[config.mk]
export PLATFORM = sky130hd
export DESIGN_NAME = xml_entity_decode_utf8_flat
export DESIGN_NICKNAME = d
export VERILOG_FILES = /design/src/sv/xed_pkg.sv /design/src/sv/xed_if.sv /design/src/sv/xml_entity_decode_utf8.sv /design/src/sv/xed_front.sv /design/src/sv/xed_queue.sv /design/src/sv/xed_back.sv /design/src/flat_wrapper.sv
export SDC_FILE = /design/constraint.sdc
export NUM_CORES = 1
export LEC_CHECK = 0
export ABC_CLOCK_PERIOD_IN_PS = 5740
export BUFFER_PORTS_ARGS = -buffer_cell sky130_fd_sc_hd__clkbuf_2
export CAP_MARGIN = 20
export CORE_ASPECT_RATIO = 0.75
export CORE_MARGIN = 2
export CORE_UTILIZATION = 32
export CTS_CLUSTER_SIZE = 14
export DETAILED_ROUTE_END_ITERATION = 8
export SLEW_MARGIN = 20
export SYNTH_ARGS = -nofsm -noshare
export SYNTH_HDL_FRONTEND = slang
export SYNTH_HIERARCHICAL = 1
export SYNTH_SLANG_ARGS = --single-unit
export TNS_END_PERCENT = 20
[constraint.sdc]
create_clock -name clk -period 5.74 [get_ports clk]
set_input_delay 0.861 -clock clk [delete_from_list [all_inputs] [get_ports clk]]
set_output_delay 0.861 -clock clk [all_outputs]
set_load 0.01 [all_outputs]
[src/sv/xed_pkg.sv]
// Types, constants and UTF-8 helpers of the XML entity decoder.
`default_nettype none

package xed_pkg;

	typedef enum logic [2:0] {
		MODE_PLAIN,
		MODE_NAME,
		MODE_NUM_START,
		MODE_NUM,
		MODE_ERROR
	} mode_t;

	localparam int unsigned CODE_W = 21;

	localparam logic [CODE_W-1:0] CODE_MAX   = 21'h10ffff;
	localparam logic [CODE_W-1:0] CODE_BMP_LO = 21'h00d7ff;
	localparam logic [CODE_W-1:0] CODE_BMP_HI = 21'h00e000;
	localparam logic [CODE_W-1:0] CODE_BMP_END = 21'h00fffd;
	localparam logic [CODE_W-1:0] CODE_SUPP  = 21'h010000;
	localparam logic [CODE_W-1:0] CODE_TAB   = 21'h000009;
	localparam logic [CODE_W-1:0] CODE_LF    = 21'h00000a;
	localparam logic [CODE_W-1:0] CODE_CR    = 21'h00000d;
	localparam logic [CODE_W-1:0] CODE_SPACE = 21'h000020;
	localparam logic [CODE_W-1:0] CODE_1B_MAX = 21'h00007f;
	localparam logic [CODE_W-1:0] CODE_2B_MAX = 21'h0007ff;
	localparam logic [CODE_W-1:0] CODE_3B_MAX = 21'h00ffff;

	localparam logic [7:0] CH_AMP  = 8'h26;
	localparam logic [7:0] CH_SEMI = 8'h3b;
	localparam logic [7:0] CH_HASH = 8'h23;
	localparam logic [7:0] CH_X_LO = 8'h78;
	localparam logic [7:0] CH_X_UP = 8'h58;
	localparam logic [7:0] CH_LT   = 8'h3c;
	localparam logic [7:0] CH_GT   = 8'h3e;
	localparam logic [7:0] CH_QUOT = 8'h22;
	localparam logic [7:0] CH_APOS = 8'h27;

	localparam logic [31:0] NAME_LT   = 32'h0000_6c74;
	localparam logic [31:0] NAME_GT   = 32'h0000_6774;
	localparam logic [31:0] NAME_AMP  = 32'h0061_6d70;
	localparam logic [31:0] NAME_QUOT = 32'h7175_6f74;
	localparam logic [31:0] NAME_APOS = 32'h6170_6f73;

	// One queued command: nbytes output bytes built from code, or a bare
	// end marker when nbytes is zero.
	typedef struct packed {
		logic [CODE_W-1:0] code;
		logic [2:0]        nbytes;
		logic              last;
		logic              status;
	} cmd_t;

	function automatic logic code_ok(input logic [CODE_W-1:0] v);
		return v == CODE_TAB || v == CODE_LF || v == CODE_CR ||
			(v >= CODE_SPACE && v <= CODE_BMP_LO) ||
			(v >= CODE_BMP_HI && v <= CODE_BMP_END) ||
			(v >= CODE_SUPP && v <= CODE_MAX);
	endfunction

	function automatic logic [2:0] utf8_len(input logic [CODE_W-1:0] v);
		logic [2:0] n;
		if (v <= CODE_1B_MAX) begin
			n = 3'd1;
		end else if (v <= CODE_2B_MAX) begin
			n = 3'd2;
		end else if (v <= CODE_3B_MAX) begin
			n = 3'd3;
		end else begin
			n = 3'd4;
		end
		return n;
	endfunction

	// Byte idx of an nbytes-long sequence; a one-byte command passes code[7:0].
	function automatic logic [7:0] utf8_byte(input logic [CODE_W-1:0] v,
			input logic [2:0] nbytes, input logic [1:0] idx);
		logic [7:0] b;
		b = 8'h00;
		case (nbytes)
			3'd1: begin
				b = v[7:0];
			end
			3'd2: begin
				case (idx)
					2'd0: b = {3'b110, v[10:6]};
					default: b = {2'b10, v[5:0]};
				endcase
			end
			3'd3: begin
				case (idx)
					2'd0: b = {4'b1110, v[15:12]};
					2'd1: b = {2'b10, v[11:6]};
					default: b = {2'b10, v[5:0]};
				endcase
			end
			3'd4: begin
				case (idx)
					2'd0: b = {5'b11110, v[20:18]};
					2'd1: b = {2'b10, v[17:12]};
					2'd2: b = {2'b10, v[11:6]};
					default: b = {2'b10, v[5:0]};
				endcase
			end
			default: begin
				b = 8'h00;
			end
		endcase
		return b;
	endfunction

endpackage

`default_nettype wire

[src/sv/xed_if.sv]
// Valid/ready channel interfaces for text input and decoded output.
`default_nettype none

interface xed_in_if;
	logic       valid;
	logic       ready;
	logic [7:0] text_byte;
	logic       has_byte;
	logic       end_of_text;

	modport source(output valid, text_byte, has_byte, end_of_text, input ready);
	modport sink(input valid, text_byte, has_byte, end_of_text, output ready);
endinterface

interface xed_out_if;
	logic       valid;
	logic       ready;
	logic [7:0] out_byte;
	logic       byte_valid;
	logic       last_of_text;
	logic       decode_status;

	modport source(output valid, out_byte, byte_valid, last_of_text, decode_status,
		input ready);
	modport sink(input valid, out_byte, byte_valid, last_of_text, decode_status,
		output ready);
endinterface

`default_nettype wire

[src/sv/xml_entity_decode_utf8.sv]
// Top level of the XML entity and character reference decoder.
// Usage:
//   text carries one raw byte per transaction (has_byte) and marks the end of
//   a text with end_of_text; a transaction with neither does nothing.
//   decoded returns bytes in order; entities become one byte, numeric
//   references become 1 to 4 UTF-8 bytes written when the ';' arrives.
//   The final result of a text has last_of_text set; decode_status 1 there
//   means a malformed reference, and the bytes already taken must be dropped.
//   A bare end marker with nothing to write yields one result, byte_valid 0.
// Timing:
//   A byte passes through the command queue and the output register to decoded.
//   Text is taken one byte per cycle while the queue has room; a numeric
//   reference holding n bytes leaves the single output register as n results.
//   A command queue of QUEUE_DEPTH entries lets the input run ahead.
// Reset and stall:
//   arst_n clears the parser to plain text and empties queue and output.
//   While decoded stalls, the output holds; text stalls once the queue fills.
`default_nettype none

module xml_entity_decode_utf8 #(
	parameter int unsigned QUEUE_DEPTH = 4
) (
	input  wire logic clk,
	input  wire logic arst_n,
	xed_in_if.sink    text,
	xed_out_if.source decoded
);
	import xed_pkg::*;

	logic push_valid, push_ready, pop, head_valid;
	cmd_t push_cmd, head;

	xed_front u_front (
		.clk       (clk),
		.arst_n    (arst_n),
		.text      (text),
		.push_ready(push_ready),
		.push_valid(push_valid),
		.push_cmd  (push_cmd)
	);

	xed_queue #(
		.DEPTH(QUEUE_DEPTH)
	) u_queue (
		.clk       (clk),
		.arst_n    (arst_n),
		.push_valid(push_valid),
		.push_cmd  (push_cmd),
		.push_ready(push_ready),
		.pop       (pop),
		.head_valid(head_valid),
		.head      (head)
	);

	xed_back u_back (
		.clk       (clk),
		.arst_n    (arst_n),
		.head_valid(head_valid),
		.head      (head),
		.pop       (pop),
		.decoded   (decoded)
	);

endmodule

`default_nettype wire

[src/sv/xed_front.sv]
// Front end: parses text bytes and queues output commands.
`default_nettype none

module xed_front (
	input  wire logic   clk,
	input  wire logic   arst_n,
	xed_in_if.sink      text,
	input  wire logic   push_ready,
	output logic        push_valid,
	output xed_pkg::cmd_t push_cmd
);
	import xed_pkg::*;

	mode_t             mode_q, mode_tb;
	logic [31:0]       name_q, name_tb;
	logic [2:0]        count_q, count_tb;
	logic [CODE_W-1:0] code_q, code_tb;
	logic              big_q, big_tb;
	logic              hex_q, hex_tb;
	logic              seen_q, seen_tb;

	logic       acc;
	logic [7:0] b;
	logic       is_dec, is_lhex, is_uhex, is_digit;
	logic [3:0] digit;
	logic [24:0] mul, nv;
	logic       over;
	logic       name_hit;
	logic [7:0] name_char;
	logic       num_ok;
	logic [2:0] emit_n;
	logic [CODE_W-1:0] emit_code;

	assign text.ready = push_ready;
	assign acc = text.valid && push_ready;
	assign b = text.text_byte;

	// Classify the byte, prepare the next accumulated value and match the entity name.
	always_comb begin
		is_dec  = b >= 8'h30 && b <= 8'h39;
		is_lhex = hex_q && b >= 8'h61 && b <= 8'h66;
		is_uhex = hex_q && b >= 8'h41 && b <= 8'h46;
		is_digit = is_dec || is_lhex || is_uhex;
		digit = is_dec ? b[3:0] : b[3:0] + 4'd9;
		mul = hex_q ? {code_q, 4'b0000} : ({1'b0, code_q, 3'b000} + {3'b000, code_q, 1'b0});
		nv = mul + {21'd0, digit};
		over = nv > {4'd0, CODE_MAX};
		name_hit = 1'b1;
		name_char = 8'h00;
		if (count_q == 3'd2 && name_q == NAME_LT) begin
			name_char = CH_LT;
		end else if (count_q == 3'd2 && name_q == NAME_GT) begin
			name_char = CH_GT;
		end else if (count_q == 3'd3 && name_q == NAME_AMP) begin
			name_char = CH_AMP;
		end else if (count_q == 3'd4 && name_q == NAME_QUOT) begin
			name_char = CH_QUOT;
		end else if (count_q == 3'd4 && name_q == NAME_APOS) begin
			name_char = CH_APOS;
		end else begin
			name_hit = 1'b0;
		end
		num_ok = seen_q && !big_q && code_ok(code_q);
	end

	// Next state after the byte, before the end marker is applied.
	always_comb begin
		mode_tb = mode_q;
		name_tb = name_q;
		count_tb = count_q;
		code_tb = code_q;
		big_tb = big_q;
		hex_tb = hex_q;
		seen_tb = seen_q;
		if (text.has_byte) begin
			case (mode_q)
				MODE_PLAIN: begin
					if (b == CH_AMP) begin
						mode_tb = MODE_NAME;
						name_tb = '0;
						count_tb = '0;
						code_tb = '0;
						big_tb = 1'b0;
						hex_tb = 1'b0;
						seen_tb = 1'b0;
					end
				end
				MODE_NAME: begin
					if (b == CH_SEMI) begin
						mode_tb = name_hit ? MODE_PLAIN : MODE_ERROR;
						if (name_hit) begin
							name_tb = '0;
							count_tb = '0;
						end
					end else if (count_q == 3'd0 && b == CH_HASH) begin
						mode_tb = MODE_NUM_START;
					end else if (count_q >= 3'd4) begin
						mode_tb = MODE_ERROR;
					end else begin
						name_tb = {name_q[23:0], b};
						count_tb = count_q + 3'd1;
					end
				end
				MODE_NUM_START, MODE_NUM: begin
					if (mode_q == MODE_NUM && b == CH_SEMI) begin
						mode_tb = num_ok ? MODE_PLAIN : MODE_ERROR;
						if (num_ok) begin
							code_tb = '0;
							big_tb = 1'b0;
							hex_tb = 1'b0;
							seen_tb = 1'b0;
						end
					end else if (mode_q == MODE_NUM_START && (b == CH_X_LO || b == CH_X_UP)) begin
						hex_tb = 1'b1;
						mode_tb = MODE_NUM;
					end else if (is_digit) begin
						seen_tb = 1'b1;
						mode_tb = MODE_NUM;
						if (!big_q) begin
							if (over) begin
								big_tb = 1'b1;
							end else begin
								code_tb = nv[CODE_W-1:0];
							end
						end
					end else begin
						mode_tb = MODE_ERROR;
					end
				end
				default: begin
					mode_tb = MODE_ERROR;
				end
			endcase
		end
	end

	// Command for the back end: bytes to write and end-of-text status.
	always_comb begin
		emit_n = 3'd0;
		emit_code = '0;
		if (text.has_byte) begin
			case (mode_q)
				MODE_PLAIN: begin
					if (b != CH_AMP) begin
						emit_n = 3'd1;
						emit_code = {13'd0, b};
					end
				end
				MODE_NAME: begin
					if (b == CH_SEMI && name_hit) begin
						emit_n = 3'd1;
						emit_code = {13'd0, name_char};
					end
				end
				MODE_NUM: begin
					if (b == CH_SEMI && num_ok) begin
						emit_n = utf8_len(code_q);
						emit_code = code_q;
					end
				end
				default: begin
					emit_n = 3'd0;
				end
			endcase
		end
		push_valid = acc && (emit_n != 3'd0 || text.end_of_text);
		push_cmd.code = emit_code;
		push_cmd.nbytes = emit_n;
		push_cmd.last = text.end_of_text;
		push_cmd.status = text.end_of_text && mode_tb != MODE_PLAIN;
	end

	always_ff @(posedge clk or negedge arst_n) begin
		if (!arst_n) begin
			mode_q <= MODE_PLAIN;
			name_q <= '0;
			count_q <= '0;
			code_q <= '0;
			big_q <= 1'b0;
			hex_q <= 1'b0;
			seen_q <= 1'b0;
		end else if (acc) begin
			if (text.end_of_text) begin
				mode_q <= MODE_PLAIN;
				name_q <= '0;
				count_q <= '0;
				code_q <= '0;
				big_q <= 1'b0;
				hex_q <= 1'b0;
				seen_q <= 1'b0;
			end else begin
				mode_q <= mode_tb;
				name_q <= name_tb;
				count_q <= count_tb;
				code_q <= code_tb;
				big_q <= big_tb;
				hex_q <= hex_tb;
				seen_q <= seen_tb;
			end
		end
	end

endmodule

`default_nettype wire

[src/sv/xed_queue.sv]
// Command queue between parser and byte writer.
`default_nettype none

module xed_queue #(
	parameter int unsigned DEPTH = 4
) (
	input  wire logic           clk,
	input  wire logic           arst_n,
	input  wire logic           push_valid,
	input  wire xed_pkg::cmd_t  push_cmd,
	output logic                push_ready,
	input  wire logic           pop,
	output logic                head_valid,
	output xed_pkg::cmd_t       head
);
	import xed_pkg::*;

	localparam int unsigned PTR_W = (DEPTH > 1) ? $clog2(DEPTH) : 1;
	localparam int unsigned CNT_W = $clog2(DEPTH + 1);

	cmd_t             mem_q [DEPTH];
	logic [PTR_W-1:0] wr_q, rd_q;
	logic [CNT_W-1:0] cnt_q;
	logic             do_push, do_pop;

	assign push_ready = cnt_q != CNT_W'(DEPTH);
	assign head_valid = cnt_q != '0;
	assign head = mem_q[rd_q];
	assign do_push = push_valid && push_ready;
	assign do_pop = pop && head_valid;

	always_ff @(posedge clk) begin
		if (do_push) begin
			mem_q[wr_q] <= push_cmd;
		end
	end

	always_ff @(posedge clk or negedge arst_n) begin
		if (!arst_n) begin
			wr_q <= '0;
			rd_q <= '0;
			cnt_q <= '0;
		end else begin
			if (do_push) begin
				wr_q <= (wr_q == PTR_W'(DEPTH - 1)) ? '0 : wr_q + PTR_W'(1);
			end
			if (do_pop) begin
				rd_q <= (rd_q == PTR_W'(DEPTH - 1)) ? '0 : rd_q + PTR_W'(1);
			end
			if (do_push && !do_pop) begin
				cnt_q <= cnt_q + CNT_W'(1);
			end else if (do_pop && !do_push) begin
				cnt_q <= cnt_q - CNT_W'(1);
			end
		end
	end

endmodule

`default_nettype wire

[src/sv/xed_back.sv]
// Back end: expands queued commands into output bytes.
`default_nettype none

module xed_back (
	input  wire logic          clk,
	input  wire logic          arst_n,
	input  wire logic          head_valid,
	input  wire xed_pkg::cmd_t head,
	output logic               pop,
	xed_out_if.source          decoded
);
	import xed_pkg::*;

	logic [1:0] idx_q;
	logic       vld_q;
	logic [7:0] byte_q;
	logic       bval_q, last_q, stat_q;
	logic       load, final_byte;

	assign load = head_valid && (!vld_q || decoded.ready);
	assign final_byte = head.nbytes == 3'd0 || {1'b0, idx_q} == head.nbytes - 3'd1;
	assign pop = load && final_byte;

	assign decoded.valid = vld_q;
	assign decoded.out_byte = byte_q;
	assign decoded.byte_valid = bval_q;
	assign decoded.last_of_text = last_q;
	assign decoded.decode_status = stat_q;

	always_ff @(posedge clk or negedge arst_n) begin
		if (!arst_n) begin
			vld_q <= 1'b0;
			idx_q <= '0;
		end else if (load) begin
			vld_q <= 1'b1;
			idx_q <= final_byte ? 2'd0 : idx_q + 2'd1;
		end else if (decoded.ready) begin
			vld_q <= 1'b0;
		end
	end

	always_ff @(posedge clk) begin
		if (load) begin
			byte_q <= utf8_byte(head.code, head.nbytes, idx_q);
			bval_q <= head.nbytes != 3'd0;
			last_q <= head.last && final_byte;
			stat_q <= head.status && final_byte;
		end
	end

endmodule

`default_nettype wire

[src/flat_wrapper.sv]
// flat-port wrapper written by rule: the top's interface ports become plain ports
module xml_entity_decode_utf8_flat import xed_pkg::*;
#(
	parameter int unsigned QUEUE_DEPTH = 4
)
  (clk, arst_n, text_valid, text_text_byte, text_has_byte, text_end_of_text, text_ready, decoded_valid, decoded_out_byte, decoded_byte_valid, decoded_last_of_text, decoded_decode_status, decoded_ready);
  xed_in_if text_i ();
  xed_out_if decoded_i ();
  input  wire logic clk;
  input  wire logic arst_n;
  input wire logic [$bits(text_i.valid)-1:0] text_valid;
  input wire logic [$bits(text_i.text_byte)-1:0] text_text_byte;
  input wire logic [$bits(text_i.has_byte)-1:0] text_has_byte;
  input wire logic [$bits(text_i.end_of_text)-1:0] text_end_of_text;
  output wire logic [$bits(text_i.ready)-1:0] text_ready;
  output wire logic [$bits(decoded_i.valid)-1:0] decoded_valid;
  output wire logic [$bits(decoded_i.out_byte)-1:0] decoded_out_byte;
  output wire logic [$bits(decoded_i.byte_valid)-1:0] decoded_byte_valid;
  output wire logic [$bits(decoded_i.last_of_text)-1:0] decoded_last_of_text;
  output wire logic [$bits(decoded_i.decode_status)-1:0] decoded_decode_status;
  input wire logic [$bits(decoded_i.ready)-1:0] decoded_ready;
  assign text_i.valid = text_valid;
  assign text_i.text_byte = text_text_byte;
  assign text_i.has_byte = text_has_byte;
  assign text_i.end_of_text = text_end_of_text;
  assign text_ready = text_i.ready;
  assign decoded_valid = decoded_i.valid;
  assign decoded_out_byte = decoded_i.out_byte;
  assign decoded_byte_valid = decoded_i.byte_valid;
  assign decoded_last_of_text = decoded_i.last_of_text;
  assign decoded_decode_status = decoded_i.decode_status;
  assign decoded_i.ready = decoded_ready;
  xml_entity_decode_utf8 #(.QUEUE_DEPTH(QUEUE_DEPTH)) u_core (.clk(clk), .arst_n(arst_n), .text(text_i), .decoded(decoded_i));
endmodule
==> results list, run 1 <==
- No sink is reached through more buffers than the 2 on the longest clock path.
- Tcrit/Tclk final: 81.4%
* HPWL after detailed placement: 18100 um
- Cells resized by post-CTS repair: 0
- Setup-failing EPs final: 0
* Data arrival time of the critical path: 5.04 ns
* Cells taking the most area after synthesis: sky130_fd_sc_hd__edfxtp_1 (32%), sky130_fd_sc_hd__dfrtp_1 (17%), sky130_fd_sc_hd__ha_1 (5.3%)
- Yosys reg bits: approximately 190
* Chip width: 217 um
* Synthesized area divided by synthesized cell count: between 10 and 15 um^2
- CTS saw 187 sinks.
- Kind of capture point of the worst setup path: flip-flop
- Count of port buffers added during placement: 26
* Final worst path period need: 4.67 ns
* Internal power of the cells: 3.01 mW
- Post-detailed-route wirelength per cell: 17.4 um
- Number of unique standard cell types used by synthesis: 96
- Post-synthesis async set-or-reset flop share: 38.5%
* Top flip-flop cell by instance count after synthesis: sky130_fd_sc_hd__edfxtp_1
* Comb power frac: a little under a third
* Placement Setup Slack: 0.659 ns
* Deepest level of the CTS H-tree: 4
- Final TNS setup: 0 ns
* Most frequent cell after synthesis: sky130_fd_sc_hd__nand2_1
- FP Rows: 58
- During synthesis, Yosys emitted a total of 6 warnings.
- Measured along the y axis, the die boundary spans 164 um.
- Synthesis produced 974 cells.
* RD Place Congestion: 0.879
- For this run, design rule violations remaining after detail routing come to 0.
- At the pin with the least slew margin, the transition time is approximately 0.94 ns.
- In this run, synthesis inferred 115 flip-flops with an integrated enable.
- Cells with a size suffix above 1 make up 13.0% of the layout.
- Yosys top cell area share: 31.8%
* Class of the tightest hold or removal check: reg2reg
- VDD sags by at most 221 uV.
* RSZ-0062 raised after global routing: false
* Net total in the final layout: 1042
* Post-synthesis net count: 1037
- The root buffer cell chosen for the clock tree is sky130_fd_sc_hd__clkbuf_16.
- TritonCTS clock tree: built
* Initial DRC Count: 828
- Buffers inserted to repair hold after CTS numbered 0.
- Total placed cells including tap cells: around 1400
- Final hold viol count: 0
* Total area of multi-input combinational cells: 5160 um^2
- I/O pin cnt: 27
- Worst Skew: 0.0113 ns
- Final critical-path setup slack: 1.07 ns
- Headroom to the max-slew limit came out at 37.3%.
- Relative contribution of the clock network to total power: between 20 and 30%
* Vias after detailed routing: 7629
- The analysis attributes to cell leakage a power of ~4.5 nW.
- Power density of the placed cells: ~380 nW/um^2
- Effective utilization at floorplan: 32.5%
* Category of the critical setup timing path: in2reg
- Sw Ratio: 32.9%
- Overall power of the completed layout: approximately 4.5 mW
* Detailed-router iteration count before antenna repair: 7
- In this run the post-CTS setup repair buffer count came out at 0.
- The count of nets left with antenna violations once routing finished came out at 0.
* Worst-path fanout max: 21
* Core Box Area: 33500 um^2
* Layout area overhead: 9.97%
- Sequential power share: between 40% and 50%
- Top cell type by total area after synthesis: sky130_fd_sc_hd__edfxtp_1
- The die covers between 30000 and 40000 um^2.
- Count of filler cells inserted in the layout: 3281
- Via density: 5.29
- Max frequency: 214 MHz
- Clock-pin slew was measured on the worst setup and hold paths at 0.07 ns.
* Commonest cells in the synthesized netlist: sky130_fd_sc_hd__nand2_1 (138), sky130_fd_sc_hd__edfxtp_1 (115), sky130_fd_sc_hd__dfrtp_1 (72)
- The analysis attributes to net switching a power of 1.48 mW.
* Antenna violations before repair: 0
- Sequential cell area: 5260 um^2
* Number of antenna diodes: 0
- Clock latency on the worst-skew pair: 0.43 ns
- Max Transition Viols Final: 0
* WP data required: just over 6 ns
* Vias in the first global route: 7246
* Count of max-cap constraint violations: 0
- Result of the run: completed
* Global route overflow: 0
- Synthesized cell area: roughly 11000 um^2
- The finished layout holds 1442 standard cells, fillers aside.
- Maximum number of pins on one net before global-route repair: 73
* Global-route wire length before repair: 40500 um
- In the global route stage, overall resource usage came out at 14.6%.
* Startpoint type of the worst setup path: input pin
- Final wirelength: ~25000 um
* Proportion of synthesized chip area in sequential cells: 48.4%
* Clock buffer count from CTS: 17
state kept, by name, summed over array words and instances (netlist names):
signal	flops
u_core/u_queue/wr_q	2
u_core/u_back/idx_q	2
u_core/u_queue/mem_q	104
u_core/u_back/decoded.last_of_text	1
u_core/u_back/decoded.byte_valid	1
u_core/u_queue/rd_q	2
u_core/u_front/name_q	32
u_core/u_front/hex_q	1
u_core/u_back/decoded.out_byte	8
u_core/u_front/big_q	1
u_core/u_front/seen_q	1
u_core/u_front/count_q	3
u_core/u_front/code_q	21
u_core/u_back/decoded.valid	1
u_core/u_back/decoded.decode_status	1
u_core/u_front/mode_q	3
u_core/u_queue/cnt_q	3
cells in the final DEF (no fill, tap or decap), types with 19 or more instances in the layout:
master                     netlist  routed
sky130_fd_sc_hd__nand3_1        19      19
sky130_fd_sc_hd__and2_1         20      20
sky130_fd_sc_hd__ha_1           46      46
sky130_fd_sc_hd__edfxtp_1      115     115
sky130_fd_sc_hd__o21ai_0        64      64
sky130_fd_sc_hd__nand2_1       138     138
sky130_fd_sc_hd__nor2_1         63      63
sky130_fd_sc_hd__inv_1          28      28
sky130_fd_sc_hd__a21oi_1        36      36
sky130_fd_sc_hd__a22o_1         21      21
sky130_fd_sc_hd__dfrtp_1        72      72
sky130_fd_sc_hd__clkbuf_2        0      25
area by class of cell:
class                   instances  share of cell area (%)
repair buffers                 36                    1.74
well taps                     450                    4.72
clock inverters                14                    1.80
flip-flops and latches        187                    44.0
inverters                      28                   0.880
multi-input cells             709                    43.3
clock buffers                  18                    3.59
critical path, cell delays in order:
cell and delay, ns:
sky130_fd_sc_hd__clkbuf_2 0.17, sky130_fd_sc_hd__inv_1 0.12, sky130_fd_sc_hd__ha_1 0.23, sky130_fd_sc_hd__nor2_1 0.10
sky130_fd_sc_hd__o21ai_0 0.07, sky130_fd_sc_hd__and3_1 0.25, sky130_fd_sc_hd__nand2b_1 0.18, sky130_fd_sc_hd__xnor2_1 0.27
sky130_fd_sc_hd__fa_1 0.27, sky130_fd_sc_hd__a21oi_1 0.09, sky130_fd_sc_hd__nor3_1 0.35, sky130_fd_sc_hd__nor4b_4 0.40
sky130_fd_sc_hd__nand4_2 0.20, sky130_fd_sc_hd__a2111oi_4 0.38, sky130_fd_sc_hd__nor3_1 0.08, sky130_fd_sc_hd__a31o_2 0.27
sky130_fd_sc_hd__a31oi_4 0.51, sky130_fd_sc_hd__a22o_1 0.25
metal layers:
metal | up-vias | GRT usage (%) | wire length, um
met4 | 0 | 3.80 | 335
met3 | 21 | 2.18 | 1210
met1 | 3745 | 22.7 | 13100
met2 | 196 | 21.0 | 10500
met5 | - | 0 | 0
li1 | 3667 | - | -
metrics by stage:
| step | hold slack [ns] | cell area, um^2 | utilization (%) |
|---|---|---|---|
| after floorplan | 0.441 | 10900 | - |
| after global placement | 0.458 | 11300 | 33.8 |
| after detailed placement | 0.468 | 11300 | 33.8 |
| after CTS | 0.482 | 11900 | 35.7 |
| after global routing | 0.514 | 11900 | 35.7 |
| final | 0.475 | 11900 | 35.7 |
final timing paths:
path / from / to / slack, ns / depth (start not counted)
worst max-delay path: text_text_byte[0] / u_core/u_front/code_q[12]$_DFFE_PN0P_ / 1.07 / 18
min in group asynchronous: arst_n / u_core/u_front/name_q[22]$_DFFE_PN0P_ / 0.57 / 1
worst min-delay path: u_core/u_front/name_q[26]$_DFFE_PN0P_ / u_core/u_front/name_q[26]$_DFFE_PN0P_ / 0.47 / 2
worst min register to register: u_core/u_front/name_q[26]$_DFFE_PN0P_ / u_core/u_front/name_q[26]$_DFFE_PN0P_ / 0.47 / 2
worst max register to register: u_core/u_front/name_q[3]$_DFFE_PN0P_ / u_core/u_queue/cnt_q[2]$_DFFE_PN0P_ / 1.10 / 18
max in group asynchronous: arst_n / u_core/u_front/code_q[20]$_DFFE_PN0P_ / 4.56 / 1
power groups by stage:
| stage | logic, mW | registers, mW | clock network [mW] |
|---|---|---|---|
| 3_5_place_dp | 1.41 | 1.84 | 0 |
| 3_3_place_gp | 1.39 | 1.83 | 0 |
| 2_1_floorplan | 1.12 | 1.80 | 0 |
| 4_1_cts | 1.41 | 1.81 | 1.30 |
| 5_1_grt | 1.57 | 1.83 | 1.36 |
| 6_report | 1.41 | 1.81 | 1.28 |
cell families after synthesis:
family	count (synthesis)	synth area share (%)
simple gates	361	17.0
compound gates	231	15.4
flops	187	48.4
buf+inv	78	4.08
fa+ha+maj	49	5.85
mux	36	6.67
xor+xnor	32	2.58
Note: power is estimated with default switching activity, not from simulation.
==> inputs of run 2 (changes only) <==
--- a/config.mk
+++ b/config.mk
@@ -5,7 +5,7 @@
 export SDC_FILE = /design/constraint.sdc
 export NUM_CORES = 1
 export LEC_CHECK = 0
-export ABC_CLOCK_PERIOD_IN_PS = 5740
+export ABC_CLOCK_PERIOD_IN_PS = 3700
 export BUFFER_PORTS_ARGS = -buffer_cell sky130_fd_sc_hd__clkbuf_2
 export CAP_MARGIN = 20
 export CORE_ASPECT_RATIO = 0.75
==> constraint.sdc (replaced) <==
create_clock -name clk -period 3.7 [get_ports clk]
set_input_delay 0.555 -clock clk [delete_from_list [all_inputs] [get_ports clk]]
set_output_delay 0.555 -clock clk [all_outputs]
set_load 0.01 [all_outputs]
==> run 2 against run 1 <==
  * Final area grew 16%
  * Critical path depth is 2 higher
  * Clock skew grew 0.00082 ns
  * The flow now finishes with violations (negative setup slack)
  * Worst hold slack lost 0.22 ns
  * Critical endpoint is now u_core/u_queue/cnt_q[2]$_DFFE_PN0P_
  * Total power increased by 64%
==> results list, run 2 (synthesized netlist as in run 1, its figures left out) <==
- Result of the run: finished with violations
- The final reports fail on negative setup slack.
* FP Rows: 58
- Highest layer used for signal routing: met4
- Post-CTS Hold Fix Bufs: 0
* Net total in the final layout: 1216
- Via density: 5.27
- Final worst path period need: roughly 3.8 ns
- Class of the tightest hold or removal check: in2async
* Internal power of the cells: 4.93 mW
* Post-detailed-route wirelength per cell: 17.5 um
- Pin placement for this block handled 27 I/O pins.
- Across the routed clock network, the largest skew measured is ~0.012 ns.
- Leading cell types in the layout, fill and taps excluded: sky130_fd_sc_hd__buf_4 (169), sky130_fd_sc_hd__nand2_1 (135), sky130_fd_sc_hd__edfxtp_1 (115)
* Data arrival time of the critical path: 4.14 ns
* Final TNS setup: -0.309 ns
- The critical path is of the reg2reg type.
- The first detailed-routing pass ran for 5 iterations.
- Core Box Area: 33500 um^2
- Per report_power, the clock group accounts for 26.0% of the total.
* Met3 WL post-DR: 1570 um
- Max Transition Viols Final: 0
- After filler insertion, the fill cell instance count of the layout stands at around 3100.
* Deepest level of the CTS H-tree: 4
* Slowest cell delay on critical path: approximately 0.56 ns
- Switching power of the nets: around 2.5 mW
- IR analysis of the VDD net gives a maximum drop of 401 uV.
- Sequential cells account for 37.3% of the total power.
* Total placed cells including tap cells: 1536
* Largest registers: u_core/u_queue/mem_q x104, u_core/u_front/name_q x32, u_core/u_front/code_q x21
- Setup slack on the critical path of the routed design comes to -0.0871 ns.
- Vias in the first global route: 8172
* Count of port buffers added during placement: 26
- Routability-driven placement finished with a final weighted congestion of 0.906.
- TritonCTS created 17 clock buffers.
* Share of layout cells above drive strength 1: 32.8%
- Tcrit/Tclk final: 102%
* Final wirelength: 28200 um
- STA puts the critical path data required time at 4.05 ns.
* Final hold viol count: 0
- The die covers approximately 35000 um^2.
- For the pin with the worst max-slew slack, the measured transition is 0.931 ns.
- Static timing analysis puts the maximum clock frequency at 264 MHz.
* Buffers from clock root to sink, at most: 2
- Across the run, the number of max-cap violations was 0.
* Max reg flops: 104
- Antenna violations before repair: 0
- Comb power frac: 36.7%
- Sw Ratio: 33.2%
- Worst slew margin relative to its limit: 37.9%
- Reg with most FFs: u_core/u_queue/mem_q
- The die is 164 um tall.
- Clock tree synthesis found a total of roughly 190 sinks.
- The kind of cell with the highest combined delay along the critical path is simple AND/OR/NAND/NOR gates.
* Cell at the root of the clock tree: sky130_fd_sc_hd__clkbuf_16
* Kind of capture point of the worst setup path: flip-flop
- Maximum number of pins on one net before global-route repair: 73
* Startpoint type of the worst setup path: flip-flop
- Global route overflow: 0
- Initial DRC Count: 666
- From synthesis to final layout, the design area changed by 27.7%.
* Worst hold slack across all endpoints: 0.256 ns
* Worst-path fanout max: 2
- The slowest stage of the critical path is the sky130_fd_sc_hd__or4b_4 cell.
- The finished cells cover 13900 um^2.
- Cells along the critical path: or4b_4, nor4b_2, buf_4, buf_4, nand4_1, a21oi_2, nor2_2, nand2_1, nand2_2, a31oi_4, nor4_2, nor2_1, buf_4, a21boi_4, ha_2, inv_1, fa_2, xor2_1, nor2_1, xor2_1
- For this run, the total global-route usage over all layers was measured as ~16%.
- Post-route ant nets: 0
* Clk pin slew, worst setup/hold paths: 0.07 ns
- Most frequent CP cell: sky130_fd_sc_hd__buf_4
- Vias after detailed routing: 8515
- Global-route wire length before repair: between 40000 and 50000 um
- TritonCTS clock tree: built
- Post-Route M1 WL: about 14000 um
- After detailed routing, the number of remaining DRC violations is 0.
* Clock latency on the worst-skew pair: 0.43 ns
* Leakage dissipation: around 5.5 nW
- Setup violations remaining at the end of the flow were counted as 14.
- Power density of the placed cells: 533 nW/um^2
- The number of antenna diodes in the final layout is 0.
- HPWL after detailed placement: 19600 um
- After detailed placement, the total cell area comes to 12400 um^2.
- Number of non-filler instances in the completed layout: 1616
* Commonest non-fill, non-tap cell in the layout: sky130_fd_sc_hd__buf_4
- For this configuration, the core starts out at a cell density of 32.5%.
* Crit path buf inv count: 4
- Setup repair after global routing could not meet its margin everywhere.
- Placement Setup Slack: -0.261 ns
- Chip width: between 200 and 250 um
- After detailed routing, the met2 layer carries ~12000 um of wire.
[run 2: cell types whose count changed in the layout (fill, tap and decap cells not counted), moves of 6 or more]
cell                      delta
sky130_fd_sc_hd__nor3_1      -7
sky130_fd_sc_hd__buf_6       +7
sky130_fd_sc_hd__a21oi_1    -11
sky130_fd_sc_hd__buf_4     +158
sky130_fd_sc_hd__ha_4        +6
sky130_fd_sc_hd__a21oi_2     +9
sky130_fd_sc_hd__ha_1        -9
sky130_fd_sc_hd__o21ai_0     -6
[run 2: per-stage QoR]
stage | util [%] | power [mW]
6_report | 41.5 | 7.39
5_1_grt | 41.5 | 7.76
4_1_cts | 40.1 | 7.30
3_5_place_dp | 37.0 | 5.26
3_3_place_gp | 37.0 | 5.23
2_1_floorplan | - | 4.54
[run 2: repair_timing]
action / 4_1_cts / 5_1_grt
endpoints found under the setup margin: 23 / 135
gates resized for setup: 26 / 74
cloned: 2 / 2
pin swaps: 17 / 37
buffers inserted: 31 / 13
[run 2: path summary, 6_finish.rpt]
check                      slack (ns)                                   from  depth (start not counted)                                       to
setup / recovery                -0.09   u_core/u_front/name_q[3]$_DFFE_PN0P_                         20      u_core/u_queue/cnt_q[2]$_DFFE_PN0P_
max in group asynchronous        2.78                                 arst_n                          1     u_core/u_front/code_q[8]$_DFFE_PN0P_
setup reg to reg                -0.09   u_core/u_front/name_q[3]$_DFFE_PN0P_                         20      u_core/u_queue/cnt_q[2]$_DFFE_PN0P_
min in group clk                 0.43                          decoded_ready                          3  u_core/u_back/decoded.valid$_DFFE_PN0P_
hold reg to reg                  0.48  u_core/u_front/name_q[26]$_DFFE_PN0P_                          2    u_core/u_front/name_q[26]$_DFFE_PN0P_
hold / removal                   0.26                                 arst_n                          1    u_core/u_front/name_q[31]$_DFFE_PN0P_
[run 2: final cells by class]
cell class | instances | area, um^2 | area share [%]
clock inverters | 15 | 196 | 1.42
clock buffers | 17 | 425 | 3.07
well taps | 450 | 563 | 4.06
inverters | 28 | 113 | 0.812
multi-input cells | 711 | 5690 | 41.0
flip-flops and latches | 187 | 5260 | 37.9
repair buffers | 208 | 1630 | 11.7
[run 2: layer usage]
metal / track usage [%] / vias to the layer above
met1: 24.0 / 4185
met3: 2.64 / 39
li1: - / 4031
met4: 3.27 / 0
met2: 24.1 / 260
met5: 0 / -
[run 2: worst reg2reg max path: stages, from the launching register on]
cell and delay (ns):
sky130_fd_sc_hd__dfrtp_1 0.38, sky130_fd_sc_hd__or4b_4 0.56, sky130_fd_sc_hd__nor4b_2 0.26, sky130_fd_sc_hd__buf_4 0.15
sky130_fd_sc_hd__buf_4 0.09, sky130_fd_sc_hd__nand4_1 0.14, sky130_fd_sc_hd__a21oi_2 0.21, sky130_fd_sc_hd__nor2_2 0.06
sky130_fd_sc_hd__nand2_1 0.08, sky130_fd_sc_hd__nand2_2 0.10, sky130_fd_sc_hd__a31oi_4 0.23, sky130_fd_sc_hd__nor4_2 0.06
sky130_fd_sc_hd__nor2_1 0.10, sky130_fd_sc_hd__buf_4 0.13, sky130_fd_sc_hd__a21boi_4 0.17, sky130_fd_sc_hd__ha_2 0.19
sky130_fd_sc_hd__inv_1 0.05, sky130_fd_sc_hd__fa_2 0.33, sky130_fd_sc_hd__xor2_1 0.14, sky130_fd_sc_hd__nor2_1 0.11
sky130_fd_sc_hd__xor2_1 0.16
[run 2: power by group through the flow]
stage	Clock [mW]	Combinational [mW]	Sequential, mW
CTS	1.95	2.59	2.76
floorplan	0	1.75	2.79
detailed placement	0	2.47	2.80
global route	2.04	2.92	2.79
finish	1.92	2.71	2.76
global placement	0	2.44	2.79
==> inputs of run 3 (changes only) <==
--- a/config.mk
+++ b/config.mk
@@ -13,6 +13,7 @@
 export CORE_UTILIZATION = 32
 export CTS_CLUSTER_SIZE = 14
 export DETAILED_ROUTE_END_ITERATION = 8
+export PLACE_DENSITY = 0.56
 export SLEW_MARGIN = 20
 export SYNTH_ARGS = -nofsm -noshare
 export SYNTH_HDL_FRONTEND = slang
==> run 3 against run 2 <==
  * The run still ends with negative setup slack left
  * Clock skew fell by 0.00094 ns
  * Total power down 2.9%
  * Sequential cell count unchanged
  * Critical path depth shrank 1
  * Sequential share of layout area rose by 0.64 points
  * Non-clock buffer count fell by 12
  * Clock-buffer cell count grew 6
  * Combinational power down 3%
  * Utilization fell by 0.66 points
  * Maximum frequency shrank 1.8%
  * Wire length is essentially flat
  * Highest routed layer unchanged
==> results list, run 3 (synthesized netlist as in run 1, its figures left out) <==
- Share of layout cells above drive strength 1: 30.4%
- In the final design database the tool counted 1204 nets.
- Global routing finished with a remaining overflow of 0.
- Pin placement for this block handled 27 I/O pins.
- Data on the critical path is required at its endpoint by 4.05 ns.
* Final hold viol count: 0
- Leading cell types in the layout, fill and taps excluded: sky130_fd_sc_hd__buf_4 (156), sky130_fd_sc_hd__nand2_1 (137), sky130_fd_sc_hd__edfxtp_1 (115)
* Number of non-filler instances in the completed layout: 1604
* Logic depth of the worst register-to-register path: 19
* Worst setup path start: u_core/u_front/name_q[3]$_DFFE_PN0P_
* Number of antenna diodes: 0
- Count of max-cap constraint violations: 0
* Post-CTS Hold Fix Bufs: 0
- Failing checks: negative setup slack
* Effective utilization at floorplan: 32.5%
* Setup-failing EPs final: 92
- Final critical-path setup slack: -0.155 ns
* Vias in the first global route: 8032
* Worst path top cell family by delay: simple AND/OR/NAND/NOR gates
* Worst-path fanout max: 2
* Final Cell Area: 13600 um^2
- Detailed-router iteration count before antenna repair: 5
- Layout area overhead: 25.7%
- The worst setup path is captured at a flip-flop.
* Power density of the placed cells: 526 nW/um^2
- Master of the slowest instance on the critical path: sky130_fd_sc_hd__or4b_4
- After routing, the total negative slack on setup checks comes to -2.53 ns.
- The number of max-slew violations in the final report came to 0.
- After clock tree synthesis, the clock-pin slew on the worst setup and hold paths is 0.07 ns.
* Class of the tightest hold or removal check: in2async
- Vertical die dimension: about 160 um
- RSZ-0062 raised after global routing: true
- Reg with most FFs: u_core/u_queue/mem_q
* Flop2flop setup slack: -0.15 ns
* TritonCTS sink count: between 150 and 200
- Worst IR drop on VDD: 350 uV
* Post-detailed-route wirelength per cell: 17.6 um
- Startpoint type of the worst setup path: flip-flop
- During placement, the flow inserted port buffers numbering 26.
- Leakage dissipation: between 5 and 6 nW
- Deepest level of the CTS H-tree: 4
- Category of the critical setup timing path: reg2reg
- Crit path buf inv count: 3
- Core Box Area: 33500 um^2
* Area after DPL: 12500 um^2
- TritonCTS built the clock tree.
- Data arrival time of the critical path: 4.20 ns
- Summed over all nets, the half-perimeter wirelength after detailed placement is 20400 um.
* Worst Skew: roughly 0.011 ns
- The congestion estimate from routability-driven global placement came to 0.912.
* Cells along the critical path: or4b_4, buf_4, nor4b_2, buf_4, nand4_1, a21oi_4, nor2_2, nand2_1, nand2_2, a31oi_4, nor4_2, nor2_1, a21boi_4, ha_2, inv_2, fa_2, xor2_1, nor2_1, xor2_1
- In the finished design, the share of the clock period the worst path needs comes to 104%.
- Worst slew margin relative to its limit: 47.6%
- Result of the run: finished with violations
- Initial DRC Count: approximately 670
- Chip width: about 220 um
- Post-route ant nets: 0
* Final wirelength: 28200 um
- Global routing used ~16% of the available tracks.
- The tightest hold path in the finished design has a slack of 0.204 ns.
- Largest registers: u_core/u_queue/mem_q x104, u_core/u_front/name_q x32, u_core/u_front/code_q x21
- CTS placed an instance of sky130_fd_sc_hd__clkbuf_16 at the clock tree root.
* Final worst path period need: about 3.9 ns
* Global-route wire length before repair: 44900 um
- In this design, the stage delay of the slowest critical-path cell is 0.57 ns.
- The initial antenna violation count is 0.
* Die ar.: 35400 um^2
- The clock reaches the later pin of the worst-skew pair after 0.43 ns.
- Total placed cells including tap cells: 1550
* FP Rows: slightly below 60
* Reg2reg end: u_core/u_queue/cnt_q[2]$_DFFE_PN0P_
- In this run the critical register-to-register path is launched from u_core/u_front/name_q[3]$_DFFE_PN0P_.
* Number of design rule violations left after detail routing: 0
- Across all layers, the routed design uses 8263 vias.
- Leaving out fill and tap cells, the most frequent cell in the layout is sky130_fd_sc_hd__buf_4.
* Maximum number of pins on one net before global-route repair: 59
* Via density: 5.15
- The clock passes through at most 2 buffers.
* Max reg flops: between 100 and 150
* Slew at the pin closest to its max-slew limit: slightly below 0.8 ns
* Max frequency: 259 MHz
- Clock buffer count from CTS: 17
run 3: cell count changes in the layout (fill, tap and decap cells not counted), sizes merged:
| cell | change |
|---|---|
| buf | -14 |
| bufinv | -1 |
| clkbuf | +8 |
| clkinv | -3 |
| inv | -2 |
run 3: power breakdown:
group	leakage [nW]	internal, mW	switching, mW
clock	0.264	1.05	0.740
combinational	3.05	1.14	1.49
sequential	2.05	2.61	0.145
run 3: metrics by stage:
stage | setup slack (ns) | util, % | power [mW]
final | -0.155 | 40.8 | 7.18
after detailed placement | -0.310 | 37.4 | 5.27
after CTS | -0.0140 | 39.4 | 7.09
after global placement | -0.165 | 37.4 | 5.23
after global routing | -0.355 | 40.8 | 7.59
after floorplan | 0.00190 | - | 4.54
run 3: final cells by class:
class | count | area, um^2
fill | 3195 | 19800
clock buffer | 23 | 448
inverter | 28 | 113
clock inverter | 9 | 121
timing repair buffer | 196 | 1550
multi-input combinational | 711 | 5590
sequential | 187 | 5260
tap | 450 | 563
run 3: repair_timing:
item	CTS	global route
cloned	2	3
pin swaps	13	50
gates resized for setup	16	61
setup endpoints to repair	126	128
setup buffers	5	14
run 3: worst max path at each step:
| stage | endpoint | slack, ns | cells past startpoint |
|---|---|---|---|
| floorplan | u_core/u_front/code_q[8]$_DFFE_PN0P_ | 0.002 | 19 |
| global placement | u_core/u_front/code_q[14]$_DFFE_PN0P_ | -0.17 | 18 |
| detailed placement | u_core/u_queue/cnt_q[2]$_DFFE_PN0P_ | -0.31 | 19 |
| CTS | u_core/u_queue/cnt_q[2]$_DFFE_PN0P_ | -0.01 | 19 |
| global route | u_core/u_queue/cnt_q[2]$_DFFE_PN0P_ | -0.35 | 19 |
| finish | u_core/u_queue/cnt_q[2]$_DFFE_PN0P_ | -0.15 | 19 |
run 3: worst reg2reg max path: stages (launching register included):
cell	delay (ns)
sky130_fd_sc_hd__dfrtp_1	0.39
sky130_fd_sc_hd__or4b_4	0.57
sky130_fd_sc_hd__buf_4	0.16
sky130_fd_sc_hd__nor4b_2	0.29
sky130_fd_sc_hd__buf_4	0.17
sky130_fd_sc_hd__nand4_1	0.15
sky130_fd_sc_hd__a21oi_4	0.17
sky130_fd_sc_hd__nor2_2	0.06
sky130_fd_sc_hd__nand2_1	0.07
sky130_fd_sc_hd__nand2_2	0.08
sky130_fd_sc_hd__a31oi_4	0.22
sky130_fd_sc_hd__nor4_2	0.07
sky130_fd_sc_hd__nor2_1	0.20
sky130_fd_sc_hd__a21boi_4	0.23
sky130_fd_sc_hd__ha_2	0.20
sky130_fd_sc_hd__inv_2	0.04
sky130_fd_sc_hd__fa_2	0.33
sky130_fd_sc_hd__xor2_1	0.14
sky130_fd_sc_hd__nor2_1	0.10
sky130_fd_sc_hd__xor2_1	0.14
run 3: routing by layer:
metal | global-route usage [%] | wire [um]
met5 | 0 | 0
met1 | 24.9 | 14600
met4 | 3.24 | 260
met3 | 2.85 | 1420
met2 | 23.3 | 11900
